### src/rtl/core/lfpd_pkg.sv
// ----------------------------------------------------------------------------
// lfpd_pkg: shared constants for the line-follow PD stepper drive
// Field widths, fixed-point formats and divider sizing used by the
// channel interfaces and the drive core.
// ----------------------------------------------------------------------------
package lfpd_pkg;

  // Timer clock in hertz; periods are expressed in ticks of this clock.
  localparam int unsigned CLOCK_HZ = 2000000;

  // Payload and register widths.
  localparam int SAMPLE_W = 12;
  localparam int FREQ_W   = 16;
  localparam int GAIN_W   = 16;
  localparam int PER_W    = 16;
  localparam int CMP_W    = PER_W - 1;
  localparam int CFG_W    = 16;
  localparam int IDX_W    = 3;

  // Configuration register indexes.
  typedef enum logic [IDX_W-1:0] {
    REG_MID_TARGET  = 3'd0,
    REG_LEFT_THR    = 3'd1,
    REG_RIGHT_THR   = 3'd2,
    REG_PROP_GAIN   = 3'd3,
    REG_DERIV_GAIN  = 3'd4,
    REG_BASE_FREQ   = 3'd5,
    REG_FREQ_FLOOR  = 3'd6,
    REG_FREQ_CEIL   = 3'd7
  } reg_idx_t;

  // Fixed-point formats. Frequencies are scaled by 2^FRAC_W.
  localparam int FRAC_W   = 28;
  localparam int ERR_W    = SAMPLE_W + 1;
  localparam int FSUM_W   = 32;
  // The filtered error settles within +/-2^20 (units of 1/256 count).
  localparam int FILT_W   = FSUM_W - 8;

  // Filter coefficients: old weight 179/256, new weight 77/256.
  localparam int ALPHA_OLD   = 179;
  localparam int ALPHA_NEW_S = 77 * 256;
  localparam int FILT_ROUND  = 128;

  // Shared multiplier: signed MA_W by unsigned GAIN_W.
  localparam int MA_W = 25;
  localparam int MP_W = MA_W + GAIN_W + 1;

  // PD term and the (1 +/- u) factor, split in two halves for the multiplier.
  localparam int U_W  = MP_W;
  localparam int W_LO = 21;
  localparam int FQ_W = 59;
  localparam logic [U_W-1:0] Q_ONE = {{(U_W - FRAC_W - 1){1'b0}}, 1'b1, {FRAC_W{1'b0}}};

  // Restoring divider sizing.
  localparam int CLK_W = $clog2(CLOCK_HZ + 1);
  localparam int DVD_W = CLK_W + FRAC_W;
  localparam int DSR_W = FREQ_W + FRAC_W + PER_W;
  localparam int CNT_W = $clog2(PER_W + 1);
  localparam logic [DVD_W-1:0] CLK_DVD = DVD_W'(CLOCK_HZ);
  localparam logic [DVD_W-1:0] CLK_N   = DVD_W'(CLOCK_HZ) << FRAC_W;

endpackage

### src/rtl/core/lfpd_if.sv
// ----------------------------------------------------------------------------
// lfpd_if: sample and drive channels
// Valid/ready channels carrying one sample triple in and one motor drive
// result out.
// ----------------------------------------------------------------------------
interface lfpd_in_if;
  import lfpd_pkg::*;

  logic                valid;
  logic                ready;
  logic [SAMPLE_W-1:0] left_sample;
  logic [SAMPLE_W-1:0] mid_sample;
  logic [SAMPLE_W-1:0] right_sample;

  modport source (output valid, output left_sample, output mid_sample,
                  output right_sample, input ready);
  modport sink   (input valid, input left_sample, input mid_sample,
                  input right_sample, output ready);
endinterface

interface lfpd_out_if;
  import lfpd_pkg::*;

  logic             valid;
  logic             ready;
  logic [PER_W-1:0] left_period;
  logic [PER_W-1:0] right_period;
  logic [CMP_W-1:0] left_compare;
  logic [CMP_W-1:0] right_compare;
  logic             limit_flag;

  modport source (output valid, output left_period, output right_period,
                  output left_compare, output right_compare,
                  output limit_flag, input ready);
  modport sink   (input valid, input left_period, input right_period,
                  input left_compare, input right_compare,
                  input limit_flag, output ready);
endinterface

### src/rtl/core/line_follow_pd_stepper_drive.sv
// ----------------------------------------------------------------------------
// line_follow_pd_stepper_drive: PD steering for a two-stepper line follower
// Filters the middle sensor error, forms a PD term, and turns the left and
// right step frequencies into timer periods with one shared multiplier and
// one shared restoring divider.
//
//  channel  | dir | handshake        | payload
//  ---------+-----+------------------+-------------------------------------
//  in_ch    | in  | valid / ready    | left_sample, mid_sample, right_sample
//  out_ch   | out | valid / ready    | left/right_period, left/right_compare, limit_flag
//  config   | in  | wr_en            | wr_index, wr_data
//
// After its transfer, each item runs through a filter state (S_FILT), S_MULP and S_MULD
// for the PD term, then per motor S_MULLO, S_MULHI, a select state (S_SEL) and 17 divider
// steps in S_DIV, then an output state (S_OUT); an override skips the multiplier states.
// in_ch.ready is high only while idle. A stalled out_ch holds the core only when
// the next result is ready before the last one drains.
// Synchronous reset restores the register defaults and a zero filter.
// ----------------------------------------------------------------------------
module line_follow_pd_stepper_drive (
  input  logic                        clk,
  input  logic                        rst,
  lfpd_in_if.sink                     in_ch,
  lfpd_out_if.source                  out_ch,
  input  logic                        wr_en,
  input  logic [lfpd_pkg::IDX_W-1:0]  wr_index,
  input  logic [lfpd_pkg::CFG_W-1:0]  wr_data
);
  import lfpd_pkg::*;

  typedef enum logic [8:0] {
    S_IDLE  = 9'b000000001,
    S_FILT  = 9'b000000010,
    S_MULP  = 9'b000000100,
    S_MULD  = 9'b000001000,
    S_MULLO = 9'b000010000,
    S_MULHI = 9'b000100000,
    S_SEL   = 9'b001000000,
    S_DIV   = 9'b010000000,
    S_OUT   = 9'b100000000
  } state_t;

  state_t state;

  // Configuration registers.
  logic [SAMPLE_W-1:0] mid_target;
  logic [SAMPLE_W-1:0] left_threshold;
  logic [SAMPLE_W-1:0] right_threshold;
  logic [GAIN_W-1:0]   prop_gain;
  logic [GAIN_W-1:0]   deriv_gain;
  logic [FREQ_W-1:0]   base_freq;
  logic [FREQ_W-1:0]   freq_floor;
  logic [FREQ_W-1:0]   freq_ceil;

  // Filter state and per-item working registers.
  logic signed [FILT_W-1:0] filt;
  logic signed [FILT_W-1:0] f_prev;
  logic [SAMPLE_W-1:0]      mid_s;
  logic                     ovr_l;
  logic                     ovr_r;
  logic signed [U_W-1:0]    u_acc;
  logic signed [FQ_W-1:0]   fq;
  logic                     side;
  logic                     flag;
  logic [DVD_W-1:0]         rem;
  logic [DSR_W-1:0]         dsr;
  logic [PER_W:0]           quo;
  logic [CNT_W-1:0]         cnt;
  logic [PER_W-1:0]         lp;
  logic [PER_W-1:0]         rp;
  logic                     lstop;
  logic                     rstop;

  // Filter update.
  logic signed [ERR_W-1:0]  err;
  logic signed [FSUM_W-1:0] fsum;
  logic signed [FILT_W-1:0] fn_calc;

  always_comb begin
    err     = $signed({1'b0, mid_s}) - $signed({1'b0, mid_target});
    fsum    = FSUM_W'(filt) * FSUM_W'(ALPHA_OLD) + FSUM_W'(err) * FSUM_W'(ALPHA_NEW_S)
              + FSUM_W'(FILT_ROUND);
    // Taking the upper bits of a two's complement sum is a floor divide by 256.
    fn_calc = fsum[FSUM_W-1:8];
  end

  // Shared multiplier and the (1 +/- u) factor of the current motor.
  logic signed [U_W-1:0]  w;
  logic signed [MA_W-1:0] mul_a;
  logic [GAIN_W-1:0]      mul_b;
  logic signed [MP_W-1:0] prod;

  always_comb begin
    w = side ? $signed(Q_ONE) + u_acc : $signed(Q_ONE) - u_acc;
    mul_a = '0;
    mul_b = '0;
    case (state)
      S_MULP: begin
        mul_a = MA_W'(filt);
        mul_b = prop_gain;
      end
      S_MULD: begin
        mul_a = MA_W'(filt) - MA_W'(f_prev);
        mul_b = deriv_gain;
      end
      S_MULLO: begin
        mul_a = $signed({{(MA_W - W_LO){1'b0}}, w[W_LO-1:0]});
        mul_b = base_freq;
      end
      S_MULHI: begin
        mul_a = MA_W'($signed(w[U_W-1:W_LO]));
        mul_b = base_freq;
      end
      default: begin
        mul_a = '0;
        mul_b = '0;
      end
    endcase
    prod = MP_W'(mul_a) * MP_W'($signed({1'b0, mul_b}));
  end

  // Limit selection for the current motor.
  logic signed [FQ_W-1:0] min_q;
  logic signed [FQ_W-1:0] max_q;
  logic                   use_lim;
  logic                   clamp;
  logic                   stop;
  logic [FREQ_W-1:0]      lim_f;

  always_comb begin
    min_q   = $signed(FQ_W'({freq_floor, {FRAC_W{1'b0}}}));
    max_q   = $signed(FQ_W'({freq_ceil, {FRAC_W{1'b0}}}));
    use_lim = 1'b1;
    clamp   = 1'b0;
    stop    = 1'b0;
    lim_f   = freq_floor;
    // The right override takes precedence over the left one.
    if (ovr_r) begin
      lim_f = side ? freq_floor : freq_ceil;
      stop  = side;
    end else if (ovr_l) begin
      lim_f = side ? freq_ceil : freq_floor;
      stop  = !side;
    end else if (fq <= min_q) begin
      clamp = 1'b1;
    end else if (fq >= max_q) begin
      clamp = 1'b1;
      lim_f = freq_ceil;
    end else begin
      use_lim = 1'b0;
    end
  end

  // Restoring divider step. A set top quotient bit means the period overflows.
  logic             ge;
  logic [PER_W:0]   q_step;
  logic [PER_W-1:0] per;

  always_comb begin
    ge     = {{(DSR_W - DVD_W){1'b0}}, rem} >= dsr;
    q_step = {quo[PER_W-1:0], ge};
    per    = q_step[PER_W] ? {PER_W{1'b1}} : q_step[PER_W-1:0];
  end

  assign in_ch.ready = (state == S_IDLE);

  // Control, configuration and filter state.
  always_ff @(posedge clk) begin
    if (rst) begin
      state           <= S_IDLE;
      out_ch.valid    <= 1'b0;
      filt            <= '0;
      mid_target      <= SAMPLE_W'(2854);
      left_threshold  <= SAMPLE_W'(3288);
      right_threshold <= SAMPLE_W'(2234);
      prop_gain       <= GAIN_W'(1268);
      deriv_gain      <= GAIN_W'(169);
      base_freq       <= FREQ_W'(327);
      freq_floor      <= FREQ_W'(60);
      freq_ceil       <= FREQ_W'(600);
    end else begin
      if (wr_en) begin
        unique case (reg_idx_t'(wr_index))
          REG_MID_TARGET: mid_target      <= wr_data[SAMPLE_W-1:0];
          REG_LEFT_THR:   left_threshold  <= wr_data[SAMPLE_W-1:0];
          REG_RIGHT_THR:  right_threshold <= wr_data[SAMPLE_W-1:0];
          REG_PROP_GAIN:  prop_gain       <= wr_data[GAIN_W-1:0];
          REG_DERIV_GAIN: deriv_gain      <= wr_data[GAIN_W-1:0];
          REG_BASE_FREQ:  base_freq       <= wr_data[FREQ_W-1:0];
          REG_FREQ_FLOOR: freq_floor      <= wr_data[FREQ_W-1:0];
          REG_FREQ_CEIL:  freq_ceil       <= wr_data[FREQ_W-1:0];
        endcase
      end

      // In S_OUT the output state below decides the valid bit on its own.
      if (out_ch.valid && out_ch.ready && state != S_OUT) begin
        out_ch.valid <= 1'b0;
      end

      unique case (state)
        S_IDLE: begin
          if (in_ch.valid) begin
            state <= S_FILT;
          end
        end
        S_FILT: begin
          filt  <= fn_calc;
          state <= (ovr_l || ovr_r) ? S_SEL : S_MULP;
        end
        S_MULP:  state <= S_MULD;
        S_MULD:  state <= S_MULLO;
        S_MULLO: state <= S_MULHI;
        S_MULHI: state <= S_SEL;
        S_SEL:   state <= S_DIV;
        S_DIV: begin
          if (cnt == CNT_W'(PER_W)) begin
            if (!side) begin
              state <= (ovr_l || ovr_r) ? S_SEL : S_MULLO;
            end else begin
              state <= S_OUT;
            end
          end
        end
        S_OUT: begin
          if (!out_ch.valid || out_ch.ready) begin
            out_ch.valid <= 1'b1;
            state        <= S_IDLE;
          end
        end
      endcase
    end
  end

  // Datapath registers.
  always_ff @(posedge clk) begin
    case (state)
      S_IDLE: begin
        if (in_ch.valid) begin
          mid_s <= in_ch.mid_sample;
          ovr_l <= in_ch.left_sample < left_threshold;
          ovr_r <= in_ch.right_sample < right_threshold;
        end
      end
      S_FILT: begin
        f_prev <= filt;
        flag   <= ovr_l || ovr_r;
        side   <= 1'b0;
      end
      S_MULP: u_acc <= U_W'(prod);
      S_MULD: u_acc <= u_acc - U_W'(prod);
      S_MULLO: fq <= FQ_W'(prod);
      S_MULHI: fq <= fq + (FQ_W'(prod) <<< W_LO);
      S_SEL: begin
        flag <= flag || clamp;
        if (!side) begin
          lstop <= stop;
        end else begin
          rstop <= stop;
        end
        if (use_lim) begin
          rem <= CLK_DVD;
          dsr <= DSR_W'({lim_f, {PER_W{1'b0}}});
        end else begin
          // Here the scaled frequency lies strictly between the limits.
          rem <= CLK_N;
          dsr <= {fq[DSR_W-PER_W-1:0], {PER_W{1'b0}}};
        end
        quo <= '0;
        cnt <= '0;
      end
      S_DIV: begin
        if (ge) begin
          rem <= rem - dsr[DVD_W-1:0];
        end
        dsr <= dsr >> 1;
        quo <= q_step;
        cnt <= cnt + CNT_W'(1);
        if (cnt == CNT_W'(PER_W)) begin
          if (!side) begin
            lp   <= per;
            side <= 1'b1;
          end else begin
            rp <= per;
          end
        end
      end
      S_OUT: begin
        if (!out_ch.valid || out_ch.ready) begin
          out_ch.left_period   <= lp;
          out_ch.right_period  <= rp;
          out_ch.left_compare  <= lstop ? '0 : lp[PER_W-1:1];
          out_ch.right_compare <= rstop ? '0 : rp[PER_W-1:1];
          out_ch.limit_flag    <= flag;
        end
      end
      default: begin
      end
    endcase
  end

endmodule

### src/flat_wrapper.sv
// flat-port wrapper written by rule: the top's interface ports become plain ports
module line_follow_pd_stepper_drive_flat import lfpd_pkg::*;
  (clk, rst, wr_en, wr_index, wr_data, in_ch_valid, in_ch_left_sample, in_ch_mid_sample, in_ch_right_sample, in_ch_ready, out_ch_valid, out_ch_left_period, out_ch_right_period, out_ch_left_compare, out_ch_right_compare, out_ch_limit_flag, out_ch_ready);
  lfpd_in_if in_ch_i ();
  lfpd_out_if out_ch_i ();
  input  logic clk;
  input  logic rst;
  input  logic wr_en;
  input  logic [lfpd_pkg::IDX_W-1:0] wr_index;
  input  logic [lfpd_pkg::CFG_W-1:0] wr_data;
  input wire logic [$bits(in_ch_i.valid)-1:0] in_ch_valid;
  input wire logic [$bits(in_ch_i.left_sample)-1:0] in_ch_left_sample;
  input wire logic [$bits(in_ch_i.mid_sample)-1:0] in_ch_mid_sample;
  input wire logic [$bits(in_ch_i.right_sample)-1:0] in_ch_right_sample;
  output wire logic [$bits(in_ch_i.ready)-1:0] in_ch_ready;
  output wire logic [$bits(out_ch_i.valid)-1:0] out_ch_valid;
  output wire logic [$bits(out_ch_i.left_period)-1:0] out_ch_left_period;
  output wire logic [$bits(out_ch_i.right_period)-1:0] out_ch_right_period;
  output wire logic [$bits(out_ch_i.left_compare)-1:0] out_ch_left_compare;
  output wire logic [$bits(out_ch_i.right_compare)-1:0] out_ch_right_compare;
  output wire logic [$bits(out_ch_i.limit_flag)-1:0] out_ch_limit_flag;
  input wire logic [$bits(out_ch_i.ready)-1:0] out_ch_ready;
  assign in_ch_i.valid = in_ch_valid;
  assign in_ch_i.left_sample = in_ch_left_sample;
  assign in_ch_i.mid_sample = in_ch_mid_sample;
  assign in_ch_i.right_sample = in_ch_right_sample;
  assign in_ch_ready = in_ch_i.ready;
  assign out_ch_valid = out_ch_i.valid;
  assign out_ch_left_period = out_ch_i.left_period;
  assign out_ch_right_period = out_ch_i.right_period;
  assign out_ch_left_compare = out_ch_i.left_compare;
  assign out_ch_right_compare = out_ch_i.right_compare;
  assign out_ch_limit_flag = out_ch_i.limit_flag;
  assign out_ch_i.ready = out_ch_ready;
  line_follow_pd_stepper_drive u_core (.clk(clk), .rst(rst), .in_ch(in_ch_i), .out_ch(out_ch_i), .wr_en(wr_en), .wr_index(wr_index), .wr_data(wr_data));
endmodule
### config.mk
export PLATFORM = sky130hd
export DESIGN_NAME = line_follow_pd_stepper_drive_flat
export DESIGN_NICKNAME = d
export VERILOG_FILES = /design/src/rtl/core/lfpd_pkg.sv /design/src/rtl/core/lfpd_if.sv /design/src/rtl/core/line_follow_pd_stepper_drive.sv /design/src/flat_wrapper.sv
export SDC_FILE = /design/constraint.sdc
export NUM_CORES = 2
export LEC_CHECK = 0
export ABC_AREA = 0
export BUFFER_PORTS_ARGS = -buffer_cell sky130_fd_sc_hd__clkbuf_2
export CAP_MARGIN = 20
export CELL_PAD_IN_SITES_DETAIL_PLACEMENT = 1
export CELL_PAD_IN_SITES_GLOBAL_PLACEMENT = 2
export CORE_MARGIN = 2
export CORE_UTILIZATION = 30
export CTS_CLUSTER_DIAMETER = 60
export DETAILED_ROUTE_END_ITERATION = 10
export PLACE_DENSITY_LB_ADDON = 0.15
export SYNTH_ARGS = -nofsm -noshare
export SYNTH_HDL_FRONTEND = slang
export SYNTH_SLANG_ARGS = --single-unit
### constraint.sdc
create_clock -name clk -period 11 [get_ports clk]
set_input_delay 1.1 -clock clk [delete_from_list [all_inputs] [get_ports clk]]
set_output_delay 1.1 -clock clk [all_outputs]
set_load 0.01 [all_outputs]
== Word-level counts from Yosys, hierarchy flattened ==
Cells that the tools add are included.
Word-level totals
  register bits after elaboration: 518
  input bits: 60
  output and inout port bits: 65
  word-level logic and storage cells: 144
Cells by class
  $add $sub $neg: 10
  multipliers: 3
  $lt $le $gt $ge: 5
  equality and inequality tests: 22
  multiplexer cells: 40
  bitwise operators: 1
  reduce and logical (&&, ||, !) cells: 31
Operators by type and width (count)
  one-hot mux 60 bit (2 select lines): 1
  one-hot mux 59 bit (2 select lines): 1
  2-to-1 mux 16 bit: 7
  one-hot mux 25 bit (4 select lines): 1
  2-to-1 mux 49 bit: 2
  one-hot mux 49 bit (2 select lines): 1
  one-hot mux 42 bit (2 select lines): 1
  one-hot mux 9 bit (9 select lines): 1
  >= comparator 49 x 60 -> 1 bit: 1
  2-to-1 mux 60 bit: 1
  adder 59 bit: 1
  >= comparator 59 x 45 -> 1 bit: 1
  <= comparator 59 x 45 -> 1 bit: 1
  subtractor 49 bit: 1
  one-hot mux 16 bit (3 select lines): 1
  adder 30 x 42 -> 42 bit, first input constant: 1
  multiplier 25 x 17 -> 42 bit: 1
  2-to-1 mux 42 bit: 1
  subtractor 30 x 42 -> 42 bit, first input constant: 1
  subtractor 42 bit: 1
  2-to-1 mux 9 bit: 4
  adder 32 bit: 1
  adder 32 x 9 -> 32 bit, second input constant: 1
  multiplier 24 x 9 -> 32 bit, second input constant: 1
  other kinds (35): 78

== Longest topological paths before layout ==
  word-level depth: 7
  gate-level depth with buffers: 54
  gate-level depth less buffers: 54

== Worst setup path after synthesis ==
No wires, ideal clock.
  path kind: flip-flop to flip-flop
  start: reg u_core.state[5]
  end: reg u_core.u_acc[41], data pin
  library setup time: 266 ps
  arrival: 11832 ps
  data required time: 10734 ps
  path slack: -1099 ps
  stages on the path, launching flop included: 46
  buffers on the path: 3
  clock period less this slack: 12099 ps
  cells stage by stage: dfxtp_1 > nor3_1 > nand2_1 > or3_1 > or3b_2 > clkbuf_1 > nand2_1 > clkbuf_1 > nand2_1 > nand2_1 > clkbuf_1 > nand2_1 > fa_1 > fa_1 > fa_1 > inv_1 > fa_1 > fa_1 > (+10 left out) > a21o_1 > xor2_1 > inv_1 > ha_1 > and3_1 > and3_1 > a31oi_1 > o21ai_0 > a21oi_1 > o211ai_1 > maj3_2 > a21oi_2 > a211oi_1 > a2111o_1 > a31oi_4 > o21ai_4 > a311o_1 > xor2_1
Between the ends
  longest elaborated chain between the ends: 6
  elaborated cells on any way between the ends: 10
  classes of those cells: add/sub (1); mul (1); eq/ne (4); mux (3); reduce/logical (1)
Ends and longest elaborated chain
  start, declared: line line_follow_pd_stepper_drive.sv:43  | state_t state;
  start signal, assigned: line line_follow_pd_stepper_drive.sv:208  | state <= (ovr_l || ovr_r) ? S_SEL : S_MULP;
  start signal, assigned: line line_follow_pd_stepper_drive.sv:218  | state <= (ovr_l || ovr_r) ? S_SEL : S_MULLO;
  equality test 9 x 5 -> 1 bit or equality test 9 x 6 -> 1 bit (tied branches): line line_follow_pd_stepper_drive.sv:97  | case (state)
  OR reduction 2 bit (no source line)
  one-hot mux 16 bit (3 select lines): line line_follow_pd_stepper_drive.sv:97
  multiplier 25 x 17 -> 42 bit: line line_follow_pd_stepper_drive.sv:119  | prod = MP_W'(mul_a) * MP_W'($signed({1'b0, mul_b}));
  subtractor 42 bit: line line_follow_pd_stepper_drive.sv:250  | S_MULD: u_acc <= u_acc - U_W'(prod);
  one-hot mux 42 bit (2 select lines) *: line line_follow_pd_stepper_drive.sv:236  | case (state)
  end signal, assigned: line line_follow_pd_stepper_drive.sv:249  | S_MULP: u_acc <= U_W'(prod);
  end signal, assigned: line line_follow_pd_stepper_drive.sv:250
  end, declared: line line_follow_pd_stepper_drive.sv:61  | logic signed [U_W-1:0] u_acc;
Every way passes the cells marked *; elsewhere a longest branch is shown, timed or not.
A chain may end at the register's enable or synchronous reset.

== Worst setup path in the final report ==
  start: reg u_core.u_acc[17]
  end: reg u_core.u_acc[41], data pin
Between the ends
  longest elaborated chain between the ends: 6
  elaborated cells on any way between the ends: 7
  classes of those cells: add/sub (3); mul (1); mux (3)
Ends and longest elaborated chain
  subtractor 30 x 42 -> 42 bit or adder 30 x 42 -> 42 bit (tied branches): line line_follow_pd_stepper_drive.sv:94  | w = side ? $signed(Q_ONE) + u_acc : $signed(Q_ONE) - u_acc;
  2-to-1 mux 42 bit: line line_follow_pd_stepper_drive.sv:94
  one-hot mux 25 bit (4 select lines): line line_follow_pd_stepper_drive.sv:97
  multiplier 25 x 17 -> 42 bit: line line_follow_pd_stepper_drive.sv:119
  subtractor 42 bit: line line_follow_pd_stepper_drive.sv:250
  one-hot mux 42 bit (2 select lines) *: line line_follow_pd_stepper_drive.sv:236
Marks and branches as above.

==> flow_metrics.env <==
export IMPL_dp_hpwl_um=144400
export IMPL_finalWirelength_um=178500
export IMPL_grt_max_degree=83
export IMPL_finalWorstSetupSlack_ns=-0.1128
export IMPL_cp_max_fo=3
export IMPL_avgSynthCellArea_sq_um=9.156
export IMPL_post_drt_wl_per_cell_um=20.95
export IMPL_syn2layout_area_growth_pct=26.10
export IMPL_critPathRequiredTime_ns=11.46
export IMPL_clkLatencyLatePin_ns=0.70
export IMPL_slowest_stage="fa_2"
export IMPL_ys_warnings_count=0
export IMPL_fin_crit_ns=11.11
export IMPL_p_per_area_nw_per_um2=145.9
export IMPL_register_area_sq_um=14050
export IMPL_tns_ns=-0.2194
export IMPL_ys_async_sr_fraction_pct=0
export IMPL_dr_pass1_iters=5
export IMPL_core_area_sq_um=166700
export IMPL_syn_num_nets=6506
export IMPL_io_buffers=124
export IMPL_cts_tree="yes"
export IMPL_worst_hold_slack_ns=0.4274
export IMPL_antenna_found_initial=3
export IMPL_finalCritPeriodShare_pct=101.0
export IMPL_row_count=150
export IMPL_num_vias=40950
export IMPL_clockBufferDepth=3
export IMPL_synth_cell_types=98
export IMPL_drc=0
export IMPL_max_cap_violations=0
export IMPL_cts_root_buffer="clkbuf_16"
export IMPL_gp_congestion=0.8958
export IMPL_ir_worst_vdd_v=0.0003017
export IMPL_synth_edf_count=368
export IMPL_overflow=0
export IMPL_fp_dieH_um=413.2
export IMPL_die_w_um=413.2
export IMPL_drv_slew=0
export IMPL_clk_pin_slew_ns=0.06
export IMPL_holdBufCountCts=0
export IMPL_pin_count=125
export IMPL_finClkSkew_ns=0.06860
export IMPL_nets=7274
export IMPL_floorplan_initialDensity_pct=30.13
export IMPL_critPathLaunchType="flop"
export IMPL_synth_cells=5485
export IMPL_ys_top_cells_by_area="edfxtp_1 (22%), fa_1 (20%), ha_1 (11%), inv_1 (7.1%), dfxtp_1 (6.0%)"
export IMPL_pwr_share_clk_pct=28.4
export IMPL_vias_per_cell=4.805
export IMPL_setup_viol=4
export IMPL_p_sw_share_pct=39.42
export IMPL_arrival_ns=11.57
export IMPL_crit_top_cell="fa_1"
export IMPL_cts_sinks=518
export IMPL_grt_usage_pct=21.30
export IMPL_worst_slew_pin_slew_ns=1.024
export IMPL_min_path_type="reg2reg"
export IMPL_critPathKind="reg2reg"
export IMPL_leakagePower_nw=28.97
export IMPL_slew_headroom_pct=31.56
export IMPL_timing_fmax_mhz=89.99
export IMPL_first_iter_violations=1818
export IMPL_seqPwrFrac_pct=23.5
export IMPL_combPwrFrac_pct=48.1
export IMPL_synth_area_sq_um=50220
export IMPL_ys_seq_area_share_pct=27.98
export IMPL_status="complete, but fails checks"
export IMPL_grt_pass1_wl_um=276100
export IMPL_multi_input_area_sq_um=33450
export IMPL_synth_main_ff_cell="edfxtp_1"
export IMPL_power_switching_mw=3.642
export IMPL_finalHoldViolCount=0
export IMPL_layout_filler_cells=19240
export IMPL_p_int_mw=5.598
export IMPL_dieArea_sq_um=170700
export IMPL_violations="negative setup slack"
export IMPL_synth_top_area_cell="edfxtp_1"
export IMPL_cts_inserted_buffers=78
export IMPL_drive_gt1_share_pct=21.50
export IMPL_ys_ff_latch=518
export IMPL_crit_path_end_kind="flop"
export IMPL_max_stage_delay_ns=0.56
export IMPL_synth_top_area_share_pct=22.00
export IMPL_rsz0062_at_grt="true"
export IMPL_htreeDepth=3
export IMPL_ant_nets=0
export IMPL_fin_util_pct=38.00
export IMPL_grt_pass1_vias=45170
[per-layer routing]
metal	routed length (um)	GRT usage [%]
met1	78150	26.81
met3	4429	2.029
met5	0	0
met2	90630	38.40
met4	5328	6.182
[state kept, by name (all words and copies together), names as in the netlist, 12 cells and up]
signal and count:
u_core.prop_gain 16, u_core.filt 24, u_core.freq_floor 16, u_core.out_ch.right_compare 15, u_core.fq 59, u_core.rp 16
u_core.mid_target 12, u_core.out_ch.left_compare 15, u_core.u_acc 42, u_core.dsr 60, u_core.deriv_gain 16, u_core.quo 16
u_core.out_ch.left_period 16, u_core.mid_s 12, u_core.lp 16, u_core.freq_ceil 16, u_core.out_ch.right_period 16, u_core.rem 49
u_core.f_prev 24, u_core.base_freq 16, u_core.left_threshold 12, u_core.right_threshold 12
[power groups by stage]
stage	registers (mW)	logic, mW	clock network [mW]
detailed placement	2.22	4.52	0
CTS	2.18	4.59	2.70
finish	2.18	4.44	2.62
floorplan	2.22	3.27	0
global route	2.18	5.13	2.78
global placement	2.21	4.45	0
[stage by stage]
stage / total power, mW / cells / setup slack [ns] / instance area (sq um)
detailed placement: 6.734 / 8278 / -0.7146 / 58280
finish: 9.240 / 8522 / -0.1128 / 63330
CTS: 9.471 / 8491 / -0.07696 / 62440
floorplan: 5.485 / 5485 / 0.02123 / 50380
global route: 10.09 / 8521 / -0.7030 / 63330
global placement: 6.668 / 8278 / -0.4651 / 58280
[cell usage after synthesis (30+ instances only)]
master	n
clkbuf_1	157
edfxtp_1	368
inv_1	948
nor2_1	410
and2_1	31
a21oi_1	330
nand2b_1	66
ha_1	456
a211o_1	30
and3_1	61
o21ai_0	215
nand2_1	656
a21o_1	111
o21bai_1	34
o21ai_1	31
xnor2_1	161
dfxtp_1	150
o21a_1	36
nor2b_1	101
fa_1	505
nand3_1	77
nor3_1	46
xor2_1	102
[worst paths after layout]
kind	from	to	slack, ns	cells past startpoint
setup / recovery	u_core.u_acc[17]$_DFFE_PP_	u_core.u_acc[41]$_DFFE_PP_	-0.11	54
hold / removal	u_core.lp[0]$_DFFE_PP_	u_core.out_ch.left_period[0]$_DFFE_PP_	0.43	0
hold reg to reg	u_core.lp[0]$_DFFE_PP_	u_core.out_ch.left_period[0]$_DFFE_PP_	0.43	0
setup reg to reg	u_core.u_acc[17]$_DFFE_PP_	u_core.u_acc[41]$_DFFE_PP_	-0.11	54
[final cells by class]
| type | count | area share, % |
|---|---|---|
| Antenna cell | 2 | 0.007903 |
| Clock buffer | 91 | 3.207 |
| Clock inverter | 52 | 1.098 |
| Inverter | 949 | 5.648 |
| Multi-Input combinational cell | 3823 | 52.82 |
| Sequential cell | 518 | 22.19 |
| Tap cell | 2204 | 4.354 |
| Timing Repair Buffer | 883 | 10.67 |
[cells in the final DEF (no fill, tap or decap), types with 24 or more instances in the layout]
cell type	netlist	final
a211o_1	30	30
a21o_1	111	111
a21oi_1	330	301
a21oi_2	6	29
and2_1	31	28
and3_1	61	53
buf_4	1	698
buf_6	1	38
clkbuf_16	0	78
clkbuf_2	12	123
dfxtp_1	150	149
edfxtp_1	368	368
fa_1	505	493
ha_1	456	418
ha_4	0	33
inv_1	948	913
inv_2	0	29
nand2_1	656	635
nand2b_1	66	66
nand3_1	77	71
nor2_1	410	388
nor2b_1	101	97
nor3_1	46	38
nor4_1	26	24
o21a_1	36	33
o21ai_0	215	175
o21ai_1	31	47
o21bai_1	34	30
xnor2_1	161	154
xor2_1	102	95
[worst max-delay path, delay by kind of cell (launching register included)]
family | cells | cell delay, ns
flops | 1 | 0.42
fa+ha+maj | 9 | 3.71
compound gates | 15 | 2.80
buf+inv | 9 | 0.93
simple gates | 18 | 2.57
xor+xnor | 3 | 0.44
[repair_timing]
| action | CTS | global route |
|---|---|---|
| hold endpoints to repair | 0 | 0 |
| endpoints found under the setup margin | 19 | 32 |
| resized for setup | 207 | 157 |
| buffers inserted | 73 | 27 |
| pin swaps | 174 | 78 |
[cells by family after synthesis]
family	synth area share [%]
and+or+nand+nor	14.44
buffers and inverters	8.625
AOI/OAI and AO/OA	12.22
adders and majority gates	31.62
DFF	27.98
xor gates and xnor gates	4.651
muxes	0.4634
No activity file was read; power rests on OpenSTA's default activity.
